$ cat src/rtl/core/rvdec_pkg.sv
package rvdec_pkg;

  // Major opcodes, instruction bits 6:0
  localparam logic [6:0] OPC_LUI      = 7'b0110111;
  localparam logic [6:0] OPC_AUIPC    = 7'b0010111;
  localparam logic [6:0] OPC_JAL      = 7'b1101111;
  localparam logic [6:0] OPC_JALR     = 7'b1100111;
  localparam logic [6:0] OPC_BRANCH   = 7'b1100011;
  localparam logic [6:0] OPC_LOAD     = 7'b0000011;
  localparam logic [6:0] OPC_STORE    = 7'b0100011;
  localparam logic [6:0] OPC_OP_IMM   = 7'b0010011;
  localparam logic [6:0] OPC_OP       = 7'b0110011;
  localparam logic [6:0] OPC_MISC_MEM = 7'b0001111;
  localparam logic [6:0] OPC_SYSTEM   = 7'b1110011;
  localparam logic [6:0] OPC_LOAD_FP  = 7'b0000111;
  localparam logic [6:0] OPC_STORE_FP = 7'b0100111;
  localparam logic [6:0] OPC_MADD     = 7'b1000011;
  localparam logic [6:0] OPC_MSUB     = 7'b1000111;
  localparam logic [6:0] OPC_NMSUB    = 7'b1001011;
  localparam logic [6:0] OPC_NMADD    = 7'b1001111;
  localparam logic [6:0] OPC_OP_FP    = 7'b1010011;

  // funct7 codes
  localparam logic [6:0] F7_BASE     = 7'b0000000;
  localparam logic [6:0] F7_ALT      = 7'b0100000;
  localparam logic [6:0] F7_FADD_S   = 7'h00;
  localparam logic [6:0] F7_FSUB_S   = 7'h04;
  localparam logic [6:0] F7_FMUL_S   = 7'h08;
  localparam logic [6:0] F7_FDIV_S   = 7'h0C;
  localparam logic [6:0] F7_FSQRT_S  = 7'h2C;
  localparam logic [6:0] F7_FSGNJ_S  = 7'h10;
  localparam logic [6:0] F7_FMINMAX_S = 7'h14;
  localparam logic [6:0] F7_FCVT_W_S = 7'h60;
  localparam logic [6:0] F7_FMV_X_W  = 7'h70;
  localparam logic [6:0] F7_FCMP_S   = 7'h50;
  localparam logic [6:0] F7_FCVT_S_W = 7'h68;
  localparam logic [6:0] F7_FMV_W_X  = 7'h78;
  localparam logic [6:0] F7_FADD_D   = 7'h01;
  localparam logic [6:0] F7_FSUB_D   = 7'h05;
  localparam logic [6:0] F7_FMUL_D   = 7'h09;
  localparam logic [6:0] F7_FDIV_D   = 7'h0D;
  localparam logic [6:0] F7_FSQRT_D  = 7'h2D;
  localparam logic [6:0] F7_FSGNJ_D  = 7'h11;
  localparam logic [6:0] F7_FMINMAX_D = 7'h15;
  localparam logic [6:0] F7_FCVT_S_D = 7'h20;
  localparam logic [6:0] F7_FCVT_D_S = 7'h21;
  localparam logic [6:0] F7_FCMP_D   = 7'h51;
  localparam logic [6:0] F7_FCLASS_D = 7'h71;
  localparam logic [6:0] F7_FCVT_W_D = 7'h61;
  localparam logic [6:0] F7_FCVT_D_W = 7'h69;

  typedef enum logic [2:0] {
    FMT_N  = 3'd0,
    FMT_U  = 3'd1,
    FMT_J  = 3'd2,
    FMT_I  = 3'd3,
    FMT_B  = 3'd4,
    FMT_S  = 3'd5,
    FMT_R  = 3'd6,
    FMT_R4 = 3'd7
  } fmt_t;

  typedef enum logic [6:0] {
    OP_NONE = 7'd0,
    OP_LUI = 7'd1, OP_AUIPC, OP_JAL, OP_JALR,
    OP_BEQ = 7'd5, OP_BNE, OP_BLT, OP_BGE, OP_BLTU, OP_BGEU,
    OP_LB = 7'd11, OP_LH, OP_LW, OP_LBU, OP_LHU,
    OP_SB = 7'd16, OP_SH, OP_SW,
    OP_ADDI = 7'd19, OP_SLTI, OP_SLTIU, OP_XORI, OP_ORI, OP_ANDI,
    OP_SLLI = 7'd25, OP_SRLI, OP_SRAI,
    OP_ADD = 7'd28, OP_SUB, OP_SLL, OP_SLT, OP_SLTU, OP_XOR, OP_SRL, OP_SRA,
    OP_OR = 7'd36, OP_AND,
    OP_FENCE = 7'd38, OP_FENCE_I, OP_EBREAK, OP_ECALL,
    OP_CSRRW = 7'd42, OP_CSRRS, OP_CSRRC, OP_CSRRWI, OP_CSRRSI, OP_CSRRCI,
    OP_FLW = 7'd48, OP_FLD, OP_FSW, OP_FSD,
    OP_FMADD_D = 7'd52, OP_FMADD_S, OP_FMSUB_D, OP_FMSUB_S,
    OP_FNMSUB_D = 7'd56, OP_FNMSUB_S, OP_FNMADD_D, OP_FNMADD_S,
    OP_FADD_S = 7'd60, OP_FSUB_S, OP_FMUL_S, OP_FDIV_S, OP_FSQRT_S,
    OP_FSGNJ_S = 7'd65, OP_FSGNJN_S, OP_FSGNJX_S, OP_FMIN_S, OP_FMAX_S,
    OP_FCVT_WU_S = 7'd70, OP_FCVT_W_S, OP_FMV_X_W, OP_FCLASS_S,
    OP_FEQ_S = 7'd74, OP_FLT_S, OP_FLE_S,
    OP_FCVT_S_WU = 7'd77, OP_FCVT_S_W, OP_FMV_W_X,
    OP_FADD_D = 7'd80, OP_FSUB_D, OP_FMUL_D, OP_FDIV_D, OP_FSQRT_D,
    OP_FSGNJ_D = 7'd85, OP_FSGNJN_D, OP_FSGNJX_D, OP_FMIN_D, OP_FMAX_D,
    OP_FCVT_S_D = 7'd90, OP_FCVT_D_S,
    OP_FEQ_D = 7'd92, OP_FLT_D, OP_FLE_D, OP_FCLASS_D,
    OP_FCVT_WU_D = 7'd96, OP_FCVT_W_D, OP_FCVT_D_WU, OP_FCVT_D_W
  } op_t;

  localparam int unsigned INSN_W = 32;
  localparam int unsigned OUT_W  = 48;

endpackage

$ cat src/rtl/core/riscv_instruction_decoder_top.sv
// RV32I/F/D instruction decoder, one request in, one decoded request out.
// m_axis_tvalid rises in the cycle after input accept (single result register).
// Throughput: 1 request per cycle while m_axis_tready is held high; the decode tree is one level of logic
//   in front of the result register, which is also the only storage.
// Reset: rst (sync, active high) clears the result valid; data regs not reset.
module riscv_instruction_decoder_top
  import rvdec_pkg::*;
(
  input  logic                clk,
  input  logic                rst,
  input  logic                s_axis_tvalid,
  output logic                s_axis_tready,
  input  logic [INSN_W-1:0]   s_axis_tdata,  // [31:0] instruction_word
  output logic                m_axis_tvalid,
  input  logic                m_axis_tready,
  output logic [OUT_W-1:0]    m_axis_tdata   // [6:0] operation_index,
                                             // [9:7] format_code,
                                             // [41:10] instruction_echo,
                                             // [47:42] zero
);

  logic        s_fire;
  logic [6:0]  opc;
  logic [2:0]  f3;
  logic [6:0]  f7;
  logic        b20;
  logic        dbl;
  op_t         op_next;
  fmt_t        fmt_next;

  // result register
  logic              valid;
  op_t               op;
  fmt_t              fmt;
  logic [INSN_W-1:0] echo;

  // Output register frees up in the same cycle it is drained, so a new
  // request can land every clock while m_axis_tready stays high.
  assign s_axis_tready = !valid || m_axis_tready;
  assign s_fire        = s_axis_tvalid && s_axis_tready;

  assign opc = s_axis_tdata[6:0];
  assign f3  = s_axis_tdata[14:12];
  assign f7  = s_axis_tdata[31:25];
  assign b20 = s_axis_tdata[20];
  assign dbl = f7[0];  // fused multiply-add: bit 25 picks the D form

  always_comb begin
    op_next  = OP_NONE;
    fmt_next = FMT_N;
    case (opc)
      OPC_LUI: begin
        op_next = OP_LUI; fmt_next = FMT_U;
      end
      OPC_AUIPC: begin
        op_next = OP_AUIPC; fmt_next = FMT_U;
      end
      OPC_JAL: begin
        op_next = OP_JAL; fmt_next = FMT_J;
      end
      OPC_JALR: begin
        op_next = OP_JALR; fmt_next = FMT_I;
      end
      OPC_BRANCH: begin
        fmt_next = FMT_B;
        case (f3)
          3'd0:    op_next = OP_BEQ;
          3'd1:    op_next = OP_BNE;
          3'd4:    op_next = OP_BLT;
          3'd5:    op_next = OP_BGE;
          3'd6:    op_next = OP_BLTU;
          3'd7:    op_next = OP_BGEU;
          default: op_next = OP_NONE;
        endcase
      end
      OPC_LOAD: begin
        fmt_next = FMT_I;
        case (f3)
          3'd0:    op_next = OP_LB;
          3'd1:    op_next = OP_LH;
          3'd2:    op_next = OP_LW;
          3'd4:    op_next = OP_LBU;
          3'd5:    op_next = OP_LHU;
          default: op_next = OP_NONE;
        endcase
      end
      OPC_STORE: begin
        fmt_next = FMT_S;
        case (f3)
          3'd0:    op_next = OP_SB;
          3'd1:    op_next = OP_SH;
          3'd2:    op_next = OP_SW;
          default: op_next = OP_NONE;
        endcase
      end
      OPC_OP_IMM: begin
        fmt_next = FMT_I;
        case (f3)
          3'd0: op_next = OP_ADDI;
          3'd1: op_next = OP_SLLI;  // funct7 not checked
          3'd2: op_next = OP_SLTI;
          3'd3: op_next = OP_SLTIU;
          3'd4: op_next = OP_XORI;
          3'd5: begin
            if (f7 == F7_BASE)     op_next = OP_SRLI;
            else if (f7 == F7_ALT) op_next = OP_SRAI;
            else                   op_next = OP_NONE;
          end
          3'd6:    op_next = OP_ORI;
          default: op_next = OP_ANDI;
        endcase
      end
      OPC_OP: begin
        fmt_next = FMT_R;
        case (f3)
          3'd0: begin
            if (f7 == F7_BASE)     op_next = OP_ADD;
            else if (f7 == F7_ALT) op_next = OP_SUB;
            else                   op_next = OP_NONE;
          end
          3'd1: op_next = OP_SLL;
          3'd2: op_next = OP_SLT;
          3'd3: op_next = OP_SLTU;
          3'd4: op_next = OP_XOR;
          3'd5: begin
            if (f7 == F7_BASE)     op_next = OP_SRL;
            else if (f7 == F7_ALT) op_next = OP_SRA;
            else                   op_next = OP_NONE;
          end
          3'd6:    op_next = OP_OR;
          default: op_next = OP_AND;
        endcase
      end
      OPC_MISC_MEM: begin
        fmt_next = FMT_I;
        case (f3)
          3'd0:    op_next = OP_FENCE;
          3'd1:    op_next = OP_FENCE_I;
          default: op_next = OP_NONE;
        endcase
      end
      OPC_SYSTEM: begin
        fmt_next = FMT_I;
        case (f3)
          3'd0:    op_next = b20 ? OP_EBREAK : OP_ECALL;
          3'd1:    op_next = OP_CSRRW;
          3'd2:    op_next = OP_CSRRS;
          3'd3:    op_next = OP_CSRRC;
          3'd5:    op_next = OP_CSRRWI;
          3'd6:    op_next = OP_CSRRSI;
          3'd7:    op_next = OP_CSRRCI;
          default: op_next = OP_NONE;
        endcase
      end
      OPC_LOAD_FP: begin
        fmt_next = FMT_I;
        case (f3)
          3'd2:    op_next = OP_FLW;
          3'd3:    op_next = OP_FLD;
          default: op_next = OP_NONE;
        endcase
      end
      OPC_STORE_FP: begin
        fmt_next = FMT_S;
        case (f3)
          3'd2:    op_next = OP_FSW;
          3'd3:    op_next = OP_FSD;
          default: op_next = OP_NONE;
        endcase
      end
      OPC_MADD: begin
        op_next = dbl ? OP_FMADD_D : OP_FMADD_S; fmt_next = FMT_R4;
      end
      OPC_MSUB: begin
        op_next = dbl ? OP_FMSUB_D : OP_FMSUB_S; fmt_next = FMT_R4;
      end
      OPC_NMSUB: begin
        op_next = dbl ? OP_FNMSUB_D : OP_FNMSUB_S; fmt_next = FMT_R4;
      end
      OPC_NMADD: begin
        op_next = dbl ? OP_FNMADD_D : OP_FNMADD_S; fmt_next = FMT_R4;
      end
      OPC_OP_FP: begin
        fmt_next = FMT_R;
        case (f7)
          F7_FADD_S:  op_next = OP_FADD_S;
          F7_FSUB_S:  op_next = OP_FSUB_S;
          F7_FMUL_S:  op_next = OP_FMUL_S;
          F7_FDIV_S:  op_next = OP_FDIV_S;
          F7_FSQRT_S: op_next = OP_FSQRT_S;
          F7_FSGNJ_S: begin
            case (f3)
              3'd0:    op_next = OP_FSGNJ_S;
              3'd1:    op_next = OP_FSGNJN_S;
              3'd2:    op_next = OP_FSGNJX_S;
              default: op_next = OP_NONE;
            endcase
          end
          F7_FMINMAX_S: begin
            case (f3)
              3'd0:    op_next = OP_FMIN_S;
              3'd1:    op_next = OP_FMAX_S;
              default: op_next = OP_NONE;
            endcase
          end
          F7_FCVT_W_S: op_next = b20 ? OP_FCVT_WU_S : OP_FCVT_W_S;
          F7_FMV_X_W: begin
            case (f3)
              3'd0:    op_next = OP_FMV_X_W;
              3'd1:    op_next = OP_FCLASS_S;
              default: op_next = OP_NONE;
            endcase
          end
          F7_FCMP_S: begin
            case (f3)
              3'd0:    op_next = OP_FLE_S;
              3'd1:    op_next = OP_FLT_S;
              3'd2:    op_next = OP_FEQ_S;
              default: op_next = OP_NONE;
            endcase
          end
          F7_FCVT_S_W: op_next = b20 ? OP_FCVT_S_WU : OP_FCVT_S_W;
          F7_FMV_W_X:  op_next = OP_FMV_W_X;
          F7_FADD_D:   op_next = OP_FADD_D;
          F7_FSUB_D:   op_next = OP_FSUB_D;
          F7_FMUL_D:   op_next = OP_FMUL_D;
          F7_FDIV_D:   op_next = OP_FDIV_D;
          F7_FSQRT_D:  op_next = OP_FSQRT_D;
          F7_FSGNJ_D: begin
            case (f3)
              3'd0:    op_next = OP_FSGNJ_D;
              3'd1:    op_next = OP_FSGNJN_D;
              3'd2:    op_next = OP_FSGNJX_D;
              default: op_next = OP_NONE;
            endcase
          end
          F7_FMINMAX_D: begin
            case (f3)
              3'd0:    op_next = OP_FMIN_D;
              3'd1:    op_next = OP_FMAX_D;
              default: op_next = OP_NONE;
            endcase
          end
          F7_FCVT_S_D: op_next = OP_FCVT_S_D;
          F7_FCVT_D_S: op_next = OP_FCVT_D_S;
          F7_FCMP_D: begin
            case (f3)
              3'd0:    op_next = OP_FLE_D;
              3'd1:    op_next = OP_FLT_D;
              3'd2:    op_next = OP_FEQ_D;
              default: op_next = OP_NONE;
            endcase
          end
          F7_FCLASS_D: op_next = OP_FCLASS_D;
          F7_FCVT_W_D: op_next = b20 ? OP_FCVT_WU_D : OP_FCVT_W_D;
          F7_FCVT_D_W: op_next = b20 ? OP_FCVT_D_WU : OP_FCVT_D_W;
          default:     op_next = OP_NONE;
        endcase
      end
      default: begin
        op_next  = OP_NONE;
        fmt_next = FMT_N;
      end
    endcase
    // unmatched funct fields fall back to format N
    if (op_next == OP_NONE) begin
      fmt_next = FMT_N;
    end
  end

  always_ff @(posedge clk) begin
    if (rst) begin
      valid <= 1'b0;
    end else if (s_axis_tready) begin
      valid <= s_axis_tvalid;
    end
  end

  always_ff @(posedge clk) begin
    if (s_fire) begin
      op   <= op_next;
      fmt  <= fmt_next;
      echo <= s_axis_tdata;
    end
  end

  assign m_axis_tvalid = valid;
  assign m_axis_tdata  = {{(OUT_W - INSN_W - 10){1'b0}}, echo, fmt, op};

  // ---------------------------------------------------------------------
  // Assertions
  // ---------------------------------------------------------------------
  a_fire_loads: assert property (@(posedge clk) disable iff (rst)
    s_fire |=> valid && echo == $past(s_axis_tdata))
    else $error("accepted request not captured in result register");

  a_none_is_fmt_n: assert property (@(posedge clk) disable iff (rst)
    valid |-> ((op == OP_NONE) == (fmt == FMT_N)))
    else $error("operation index and format disagree on unrecognized word");

  a_r4_opcode: assert property (@(posedge clk) disable iff (rst)
    valid && fmt == FMT_R4 |-> echo[6:4] == 3'b100 && echo[1:0] == 2'b11)
    else $error("R4 format outside fused multiply-add opcodes");

  a_hold_on_stall: assert property (@(posedge clk) disable iff (rst)
    valid && !m_axis_tready |=> valid && $stable(op) && $stable(fmt))
    else $error("stalled result changed");

  a_reset_clears: assert property (@(posedge clk)
    rst |=> !valid)
    else $error("result valid after reset");

endmodule
$ cat config.mk
export PLATFORM = sky130hd
export DESIGN_NAME = riscv_instruction_decoder_top
export DESIGN_NICKNAME = d
export VERILOG_FILES = /design/src/rtl/core/rvdec_pkg.sv /design/src/rtl/core/riscv_instruction_decoder_top.sv
export SDC_FILE = /design/constraint.sdc
export NUM_CORES = 1
export LEC_CHECK = 0
export ABC_AREA = 1
export BUFFER_PORTS_ARGS = -buffer_cell sky130_fd_sc_hd__clkbuf_2
export CAP_MARGIN = 20
export CORE_ASPECT_RATIO = 1.2
export CORE_MARGIN = 4
export CORE_UTILIZATION = 55
export DETAILED_ROUTE_END_ITERATION = 10
export PLACE_DENSITY = 0.85
export SLEW_MARGIN = 10
export SYNTH_ARGS = -nofsm -noshare
export SYNTH_HDL_FRONTEND = slang
export SYNTH_SLANG_ARGS = --single-unit
$ cat constraint.sdc
create_clock -name clk -period 8.5 [get_ports clk]
set_clock_uncertainty 0.2 [all_clocks]
set_input_delay 0.85 -clock clk [delete_from_list [all_inputs] [get_ports clk]]
set_output_delay 0.85 -clock clk [all_outputs]
set_load 0.01 [all_outputs]
* Yosys cells after proc, flatten, opt, wreduce, memory -nomap -nowiden *
Cells that the tools add are included.

storage, ports and cells
  flip-flop bits (word level) = 43
  bits of input ports = 36

cells by class
  eq/ne operators = 49
  muxes and demuxes = 34
  reduce and logical (&&, ||, !) cells = 11

operator list
  kind                                                 count
  one-hot mux 7 bit (25 select lines)                  1
  equality test 7 bit, second input constant           18
  one-hot mux 7 bit (18 select lines)                  1
  one-hot mux 7 bit (3 select lines)                   4
  equality test 7 x 6 -> 1 bit, second input constant  8
  one-hot mux 7 bit (7 select lines)                   1
  equality test 7 x 5 -> 1 bit, second input constant  6
  one-hot mux 6 bit (7 select lines)                   1
  one-hot mux 7 bit (2 select lines)                   3
  one-hot mux 6 bit (2 select lines)                   3
  equality test 7 x 4 -> 1 bit, second input constant  5
  one-hot mux 5 bit (7 select lines)                   1
  one-hot mux 4 bit (6 select lines)                   1
  equality test 7 x 3 -> 1 bit, second input constant  3
  one-hot mux 3 bit (7 select lines)                   1
  two-way mux 5 bit                                    4
  one-hot mux 4 bit (5 select lines)                   1
  one-hot mux 5 bit (3 select lines)                   1
  logical NOT 7 bit                                    2
  equality test 3 bit, second input constant           4
  two-way mux 6 bit                                    2
  two-way mux 1 bit                                    8
  equality test 7 x 1 -> 1 bit, second input constant  1
  equality test 7 x 2 -> 1 bit, second input constant  1
  10 further kinds                                     13

* Depth between registers and ports, before layout *
Gate-level depths: netlist of the first run.

  word-level depth = 6
  depth in mapped cells = 15
  gate-level depth less buffers = 15

* Least setup slack after synthesis of the first run *
OpenSTA, ideal clock, no wires.

  kind = input -> register
  start = input s_axis_tvalid
  end = register echo[0], enable pin
  library setup time = 0.455 ns
  arrival = 2.948 ns
  required time = 7.845 ns
  setup slack = 4.897 ns
  stages = 2
  path buffers = 0
  cells stage by stage = inv_1 -> a21oi_1

between the ends
  word-level cells in the longest chain between the ends = 1

RTL lines
  item                  line                                  text
  from (decl)           riscv_instruction_decoder_top.sv:11   input logic s_axis_tvalid,
  logical AND 1 bit     riscv_instruction_decoder_top.sv:40   assign s_fire = s_axis_tvalid && s_axis_tready;
  via s_fire            riscv_instruction_decoder_top.sv:22   logic s_fire;
  to (signal assigned)  riscv_instruction_decoder_top.sv:283  echo <= s_axis_tdata;
  to (decl)             riscv_instruction_decoder_top.sv:35   logic [INSN_W-1:0] echo;

The timed path passes the listed nets, and every way through them passes these cells.
A chain may end at the register's enable or synchronous reset.

* Worst setup path after layout of the first run *
  start = input s_axis_tdata[1]
  end = register fmt[2], data pin

between the ends
  word-level cells in the longest chain between the ends = 3
  elaborated cells on any way between the ends = 26
  those cells by class = eq/ne: 18; mux: 2; reduce/logical: 6

RTL lines
  item                                                                     line                                                                       text
  from (decl)                                                              riscv_instruction_decoder_top.sv:13                                        input logic [INSN_W-1:0] s_axis_tdata,
  equality test 7 bit, or another cell as far along                        riscv_instruction_decoder_top.sv:51                                        case (opc)
  one-hot mux 7 bit (18 select lines), or another cell as far along        riscv_instruction_decoder_top.sv:51
  logical NOT 7 bit or one-hot mux 3 bit (7 select lines) (tied branches)  riscv_instruction_decoder_top.sv:266, riscv_instruction_decoder_top.sv:51
  to (signal assigned)                                                     riscv_instruction_decoder_top.sv:282                                       fmt <= fmt_next;
  to (decl)                                                                riscv_instruction_decoder_top.sv:34                                        fmt_t fmt;

Several ways; a longest one is shown, not always the timed one.

==> results of run 1 <==
[worst max path at each step]
stage | from | end | slack (ns)
2_1_floorplan | s_axis_tvalid | echo[0] | 4.90
4_1_cts | s_axis_tdata[1] | fmt[2] | 5.89
3_3_place_gp | s_axis_tdata[1] | fmt[0] | 5.69
6_report | s_axis_tdata[1] | fmt[2] | 5.85
3_5_place_dp | s_axis_tdata[1] | fmt[2] | 5.64
5_1_grt | s_axis_tdata[0] | fmt[2] | 5.65
[metrics by stage]
stage / util, % / instances / hold WS, ns
floorplan: - / 403 / 0.377
global placement: 66.2 / 535 / 0.325
detailed placement: 66.2 / 535 / 0.361
CTS: 68.1 / 543 / 0.374
global route: 68.1 / 543 / 0.403
finish: 68.1 / 543 / 0.372
[where the power goes]
part           total [uW]  internal, uW  switching, uW
sequential            250           247           3.30
clock                 135          58.7           75.8
combinational        80.3          25.1           55.2
[cells by family after synthesis]
| kind of cell | Yosys count |
|---|---|
| AOI/OAI and AO/OA | 31 |
| buffers and inverters | 60 |
| and+or+nand+nor | 263 |
| other | 1 |
| DFF | 43 |
[cells in the mapped netlist]
cell type  count  area, sq um
nor2_1        76          285
o211ai_1       1         7.51
nand4_1        5         31.3
nand2_1      114          428
a21oi_1       10         50.1
o21ai_1        6         30.0
buf_2          2         10.0
nor4_1         2         12.5
nor3_1         2         10.0
conb_1         1         3.75
dfxtp_1        1         20.0
inv_2          9         33.8
clkinv_1       1         3.75
o21ai_0       14         70.1
nand3b_1       1         7.51
inv_1         42          158
nand2_2        5         31.3
buf_4          6         45.0
nor2_2         8         50.1
edfxtp_1      42         1260
nor3_2         1         10.0
nand3_1       47          235
nor2_4         2         22.5
[final cells by class]
cell class	instances	area [sq um]	share of cell area, %
well taps	60	75.1	2.23
clock inverters	3	23.8	0.707
clock buffers	5	68.8	2.05
flip-flops and latches	43	1280	38.1
inverters	52	195	5.81
repair buffers	80	403	12.0
multi-input cells	300	1320	39.1
[metal layers]
layer	share of wire, %	track usage (%)	vias up
li1	-	-	1444
met1	39	31.6	1303
met2	48	40.8	201
met3	10	3.02	20
met4	2.9	9.88	0
met5	0	0	-
[state kept, by name (all words and copies together) (netlist names)]
name / flops
echo: 32
m_axis_tvalid: 1
op: 7
fmt: 3
[critical path, cell delays in order]
cell and delay, ns:
clkbuf_2 0.10, nand2_1 0.12, inv_1 0.09, nand2_1 0.24, inv_1 0.07, nand2_1 0.12
inv_1 0.11, o21ai_1 0.09, nand2_1 0.08, nor2_1 0.09, nand2_1 0.07, a21oi_1 0.19
nand2_1 0.10, nor2_2 0.15, nor2_1 0.06
==> summary.md, run 1 <==
| Metric | Value |
|---|---|
| Crit share post-route | a little under a third |
| Clock Latency Late Sink | 0.30 ns |
| Final wirelength | a little under 8000 um |
| Vias per Instance | ~5.5 |
| Total Routing Usage GR | roughly a quarter |
| Cells after synthesis | about 400 |
| Cell Area, Placed | ~0.0033 sq mm |
| Setup_tns | 0 ns |
| Port-buffer cells | between 70 and 80 |
| Antenna violations before repair | 0 |
| Share of layout cells above drive strength 1 | between 20% and 30% |
| Antenna viol nets, final | 0 |
| Design area | approximately 0.0034 sq mm |
| Synth Area in Adders | 0% |
| Longest Clk Path Bufs | 2 |
| Worst reg2reg startpoint | m_axis_tvalid |
| GPL Wtd Cong | ~1.0 |
| Hold_sp | m_axis_tvalid |
| Multiplexer share of the synthesized area | 0% |
| Crit path launch type | input port |
| CTS tree | built |
| Worst reg2reg setup slack | ~6.8 ns |
| Vias in the first global route | about 2600 |
| Chip Height | approximately 86 um |
| Die width | 73.3 um |
| Largest net degree at the start of global routing | 35 |
| FF-to-FF End | echo[5] |
| Most frequent cells in the layout | nand2_1 (114), clkbuf_2 (79), nor2_1 (76) |
| Post-Synth XOR/XNOR Area | 0% |
| Final min period | 2.65 ns |
| Area share of and/or/nand/nor cells after synthesis | between 30 and 40% |
| Yosys warns | 0 |
| Depth of the most critical reg-to-reg path | 2 |
| Yosys cell types | 23 |
| Post-CTS Setup Bufs | 0 |
| Site Rows | 28 |
| Hold depth | 2 |
| Critical path capture point type | flop |
| H-Tree Depth | 2 |
| ANT cells | 0 |
| Hold WC Path Type | reg2reg |
| WHS Endpoint | m_axis_tvalid |
| DP HPWL | 6280 um |
| Fillers | approximately 420 |
| Final Max Tran Viols | 0 |
| MaxCap Viol Count | 0 |
| Pwr Total | 465 uW |
| Pre-antenna DRT Iters | 5 |
| Wirelength per Cell | between 10 and 15 um |
| DP Worst Slack | about 5.6 ns |
| Clock root cell | clkbuf_8 |
| First-pass GRT wire length | roughly 12000 um |
| WP data required | 8.35 ns |
| Post-CTS Resized | 0 |
| Combinational family with the most area after synthesis | simple AND/OR/NAND/NOR gates |
| Mapped cell area | around 0.0028 sq mm |
| Worst vdd ir | 78.1 uV |
| CP max FO | 9 |
| Sink Count | 43 |
| Final #Nets | slightly above 500 |
| Reg clk slew, reported paths | 0.08 ns |
| Congestion Overflow GR | 0 |
| Worst path arrival time | about 2.5 ns |
| Final setup margin | 5.85 ns |
| TritonCTS buffer count | 5 |
| #FFs+latches synth | 43 |
| Final hold viol count | 0 |
| Cts hold-fix bufs | 0 |
| Fmax | 0.377 GHz |
| Synth Area in Compound Gates | approximately 5.6% |
| Io pins | 86 |
| Area of the core | between 0.004 and 0.005 sq mm |
| Pleak | 0.00174 uW |
| Sequential area share after synthesis | between 40% and 50% |
| Drt drc | 0 |
| Power Density | 138 mW/mm^2 |
| Commonest non-fill, non-tap cell in the layout | nand2_1 |
| Starting density of the core | 57.0% |
| Avg Cell Area, Syn | just over 7 sq um |
| Status | complete, no violations |
| Via count | between 2000 and 3000 |
| Synthesis-to-layout area growth | 19.4% |
| Detailed Route Iter0 Violations | between 200 and 250 |
| RSZ-0062 raised after global routing | false |
| Die area | roughly 0.0063 sq mm |
| WS Path Type | in2reg |
| # setup viols final | 0 |
Note: power is estimated with default switching activity, not from simulation.
==> run 2: changes to the inputs <==
--- a/config.mk
+++ b/config.mk
@@ -10,9 +10,9 @@
 export CAP_MARGIN = 20
 export CORE_ASPECT_RATIO = 1.2
 export CORE_MARGIN = 4
-export CORE_UTILIZATION = 55
+export CORE_UTILIZATION = 47
 export DETAILED_ROUTE_END_ITERATION = 10
-export PLACE_DENSITY = 0.85
+export PLACE_DENSITY = 0.77
 export SLEW_MARGIN = 10
 export SYNTH_ARGS = -nofsm -noshare
 export SYNTH_HDL_FRONTEND = slang
==> constraint.sdc (replaced) <==
create_clock -name clk -period 2.2 [get_ports clk]
set_clock_uncertainty 0.2 [all_clocks]
set_input_delay 0.22 -clock clk [delete_from_list [all_inputs] [get_ports clk]]
set_output_delay 0.22 -clock clk [all_outputs]
set_load 0.01 [all_outputs]
==> run 2 against run 1 <==
Against the previous run:
- first-iteration DRC count down 18%
- highest routed layer unchanged
- setup slack worse by 5.5 ns
- non-clock buffer count up 48
- clock power rose to 3.8 times the previous value
- cell count up 13%
- die area up 15%
- critical endpoint is now fmt[1]
- global-route usage up 0.58 points
==> summary.md, run 2 (same netlist as run 1, synthesis figures left out) <==
| Metric | Value |
|---|---|
| Status | complete, no violations (unchanged) |
| Commonest non-fill, non-tap cell in the layout | nand2_1 (unchanged) |
| Hold_sp | s_axis_tvalid (was m_axis_tvalid) |
| TritonCTS buffer count | 5 (unchanged) |
| Antenna violations before repair | 0 (unchanged) |
| Comb power frac | 20.2% (was 17.3%) |
| Total Routing Usage GR | 24.9% (was 24.3%) |
| Largest regs | echo x32, op x7, fmt x3 (unchanged) |
| ANT cells | 0 (unchanged) |
| Power Density | 485 mW/mm^2 (was 138 mW/mm^2) |
| Congestion Overflow GR | 0 (unchanged) |
| Vias in the first global route | 3135 (was 2636) |
| DP HPWL | 6890 um (was 6280 um) |
| Hold WC Path Type | in2reg (was reg2reg) |
| Clk pwr share | 27.8% (was 28.9%) |
| Final hold viol count | 0 (unchanged) |
| Final min period | around 1.9 ns |
| Sink Count | 43 (unchanged) |
| Setup_tns | 0 ns (unchanged) |
| # setup viols final | 0 (unchanged) |
| Drt drc | 0 (unchanged) |
| Final wirelength | 8770 um (was 7850 um) |
| First-pass GRT wire length | 14400 um (was 12100 um) |
| Port-buffer cells | 79 (unchanged) |
| WS Path Type | in2reg (unchanged) |
| GPL Wtd Cong | 0.968 (was 1.01) |
| Cell Area, Placed | 0.00348 sq mm (was 0.00327 sq mm) |
| Most frequent cells in the layout | nand2_1 (113), clkbuf_2 (78), nor2_1 (76) (was nand2_1 (114), clkbuf_2 (79), nor2_1 (76)) |
| Pre-antenna DRT Iters | 5 (unchanged) |
| Pint | 1330 uW (was 331 uW) |
| Pleak | 0.00197 uW (was 0.00174 uW) |
| Die width | 78.7 um (was 73.3 um) |
| Detailed Route Iter0 Violations | 202 (was 246) |
| Final Max Tran Viols | 0 (unchanged) |
| CP Cell Sequence | clkbuf_2, nor2_2, inv_2, nand2_1, a21oi_1, nand2_1, nand3_1, nor2_1, nand2_1, a21oi_1, nand2_1, nor2_2, nor2_1 (was clkbuf_2, nand2_1, inv_1, nand2_1, inv_1, nand2_1, inv_1, o21ai_1, nand2_1, nor2_1, nand2_1, a21oi_1, nand2_1, nor2_2, nor2_1) |
| Post-CTS Setup Bufs | 0 (unchanged) |
| Site Rows | 30 (was 28) |
| Longest Clk Path Bufs | 2 (unchanged) |
| Io pins | 86 (unchanged) |
| Sequential Power Share | 52.0% (was 53.8%) |
| Sw power | 531 uW (was 134 uW) |
| Worst reg2reg startpoint | m_axis_tvalid (unchanged) |
| Depth of the most critical reg-to-reg path | 2 (unchanged) |
| Largest register by flop count | echo (unchanged) |
| Area of the core | 0.00574 sq mm (was 0.00494 sq mm) |
| Max FFs per register | 32 (unchanged) |
| RSZ-0062 raised after global routing | false (unchanged) |
| Chip Height | 92.8 um (was 86.4 um) |
| Crit path buffers/inverters | 2 (was 4) |
| Wirelength per Cell | 14.4 um (was 14.5 um) |
| Die area | 0.00730 sq mm (was 0.00633 sq mm) |
| Hold_ws | 0.0135 ns (was 0.372 ns) |
| Reg clk slew, reported paths | 0.08 ns (about the same) |
| MaxCap Viol Count | 0 (unchanged) |
| Utilization after layout | 66.7% (was 68.1%) |
| Worst vdd ir | 376 uV (was 78.1 uV) |
| Crit path launch type | input port (unchanged) |
| Fillers | 485 (was 421) |
| Fmax | about 0.53 GHz |
| Sw Ratio | 28.6% (was 28.9%) |
| Antenna viol nets, final | 0 (unchanged) |
| Critical path's largest stage delay | 0.31 ns (was 0.24 ns) |
| Hold depth | 3 (was 2) |
| Vias per Instance | 5.16 (was 5.47) |
| FF-to-FF End | op[0] (was echo[5]) |
| Worst reg2reg setup slack | 0.67 ns (was 6.81 ns) |
| Multi-input gate area | 0.00132 sq mm (about the same) |
| Share of layout cells above drive strength 1 | 25.8% (was 23.6%) |
| Storage cell area | 0.00128 sq mm (unchanged) |
| Most numerous cell on the critical path | nand2_1 (unchanged) |
| Synthesis-to-layout area growth | 36.1% (was 19.4%) |
| CTS tree | built (unchanged) |
| Crit path max-delay cell type | nor2_2 (was nand2_1) |
| Clock root cell | clkbuf_8 (unchanged) |
| Crit share post-route | 86.6% |
| Critical path capture point type | flop (unchanged) |
| WP data required | 2.06 ns (was 8.35 ns) |
| Largest net degree at the start of global routing | 33 (was 35) |
| Via count | 3155 (was 2968) |
| Final #Nets | 566 (was 518) |
| Kind of cell adding the most delay to the critical path | simple AND/OR/NAND/NOR gates (unchanged) |
| Worst path arrival time | 1.76 ns (was 2.51 ns) |
| H-Tree Depth | 2 (unchanged) |
| Clock Latency Late Sink | 0.30 ns (about the same) |
| Starting density of the core | 49.0% (was 57.0%) |
| CP max FO | 7 (was 9) |
| WHS Endpoint | m_axis_tvalid (unchanged) |
| Design area | 0.00383 sq mm (was 0.00336 sq mm) |
[run 2: cell count changes in the layout (fill, tap and decap cells not counted), sizes merged]
| cell | previous run | this run |
|---|---|---|
| dlymetal6s4s | 0 | 1 |
| clkbuf | 84 | 83 |
| buf | 1 | 24 |
| dlygate4sd3 | 0 | 25 |
[run 2: repair_timing]
action	4_1_cts	5_1_grt
hold buffers	25	1
hold endpoints to repair	25	1
gates resized for setup	0	3
setup endpoints to repair	0	3
[run 2: worst reg2reg max path: stages (launching register included)]
cell	delay, ns
dfxtp_1	0.36
a21oi_4	0.40
buf_12	0.26
[run 2: routing by layer]
layer	GRT usage, %	wire, um	up-vias	share of wire, %
met3	4.28	633	40	7.2
met2	46.2	4460	167	51
li1	-	-	1547	-
met5	0	0	-	0
met4	14.6	414	0	4.7
met1	25.9	3270	1401	37
[run 2: layout make-up]
| type | count | area share (%) |
|---|---|---|
| clock buffer | 5 | 1.80 |
| clock inverter | 3 | 0.620 |
| inverter | 52 | 5.09 |
| multi-input combinational | 300 | 34.4 |
| sequential | 43 | 33.4 |
| tap | 80 | 2.61 |
| timing repair buffer | 128 | 22.1 |
[run 2: worst max path at each step]
stage / from / endpoint / slack [ns] / cells after the start
after floorplan: m_axis_tvalid / echo[0] / 0.05 / 1
after global placement: s_axis_tdata[1] / fmt[2] / -0.06 / 14
after detailed placement: s_axis_tdata[0] / fmt[0] / -0.09 / 14
after CTS: s_axis_tdata[20] / fmt[1] / 0.10 / 15
after global routing: s_axis_tdata[0] / fmt[1] / 0.09 / 15
final: s_axis_tdata[12] / fmt[1] / 0.30 / 13
[run 2: power by group through the flow]
stage	Sequential, uW	Combinational, uW	Clock (uW)
after floorplan	1010	152	0
after global placement	984	329	0
after detailed placement	985	333	0
after CTS	966	369	528
after global routing	971	411	572
final	967	374	516
[run 2: stage by stage]
step           total power, uW  std cells  setup WS [ns]
3_3_place_gp              1310        578        -0.0615
5_1_grt                   1950        611         0.0941
4_1_cts                   1860        611          0.104
3_5_place_dp              1320        578        -0.0886
6_report                  1860        611          0.295
2_1_floorplan             1170        403         0.0455
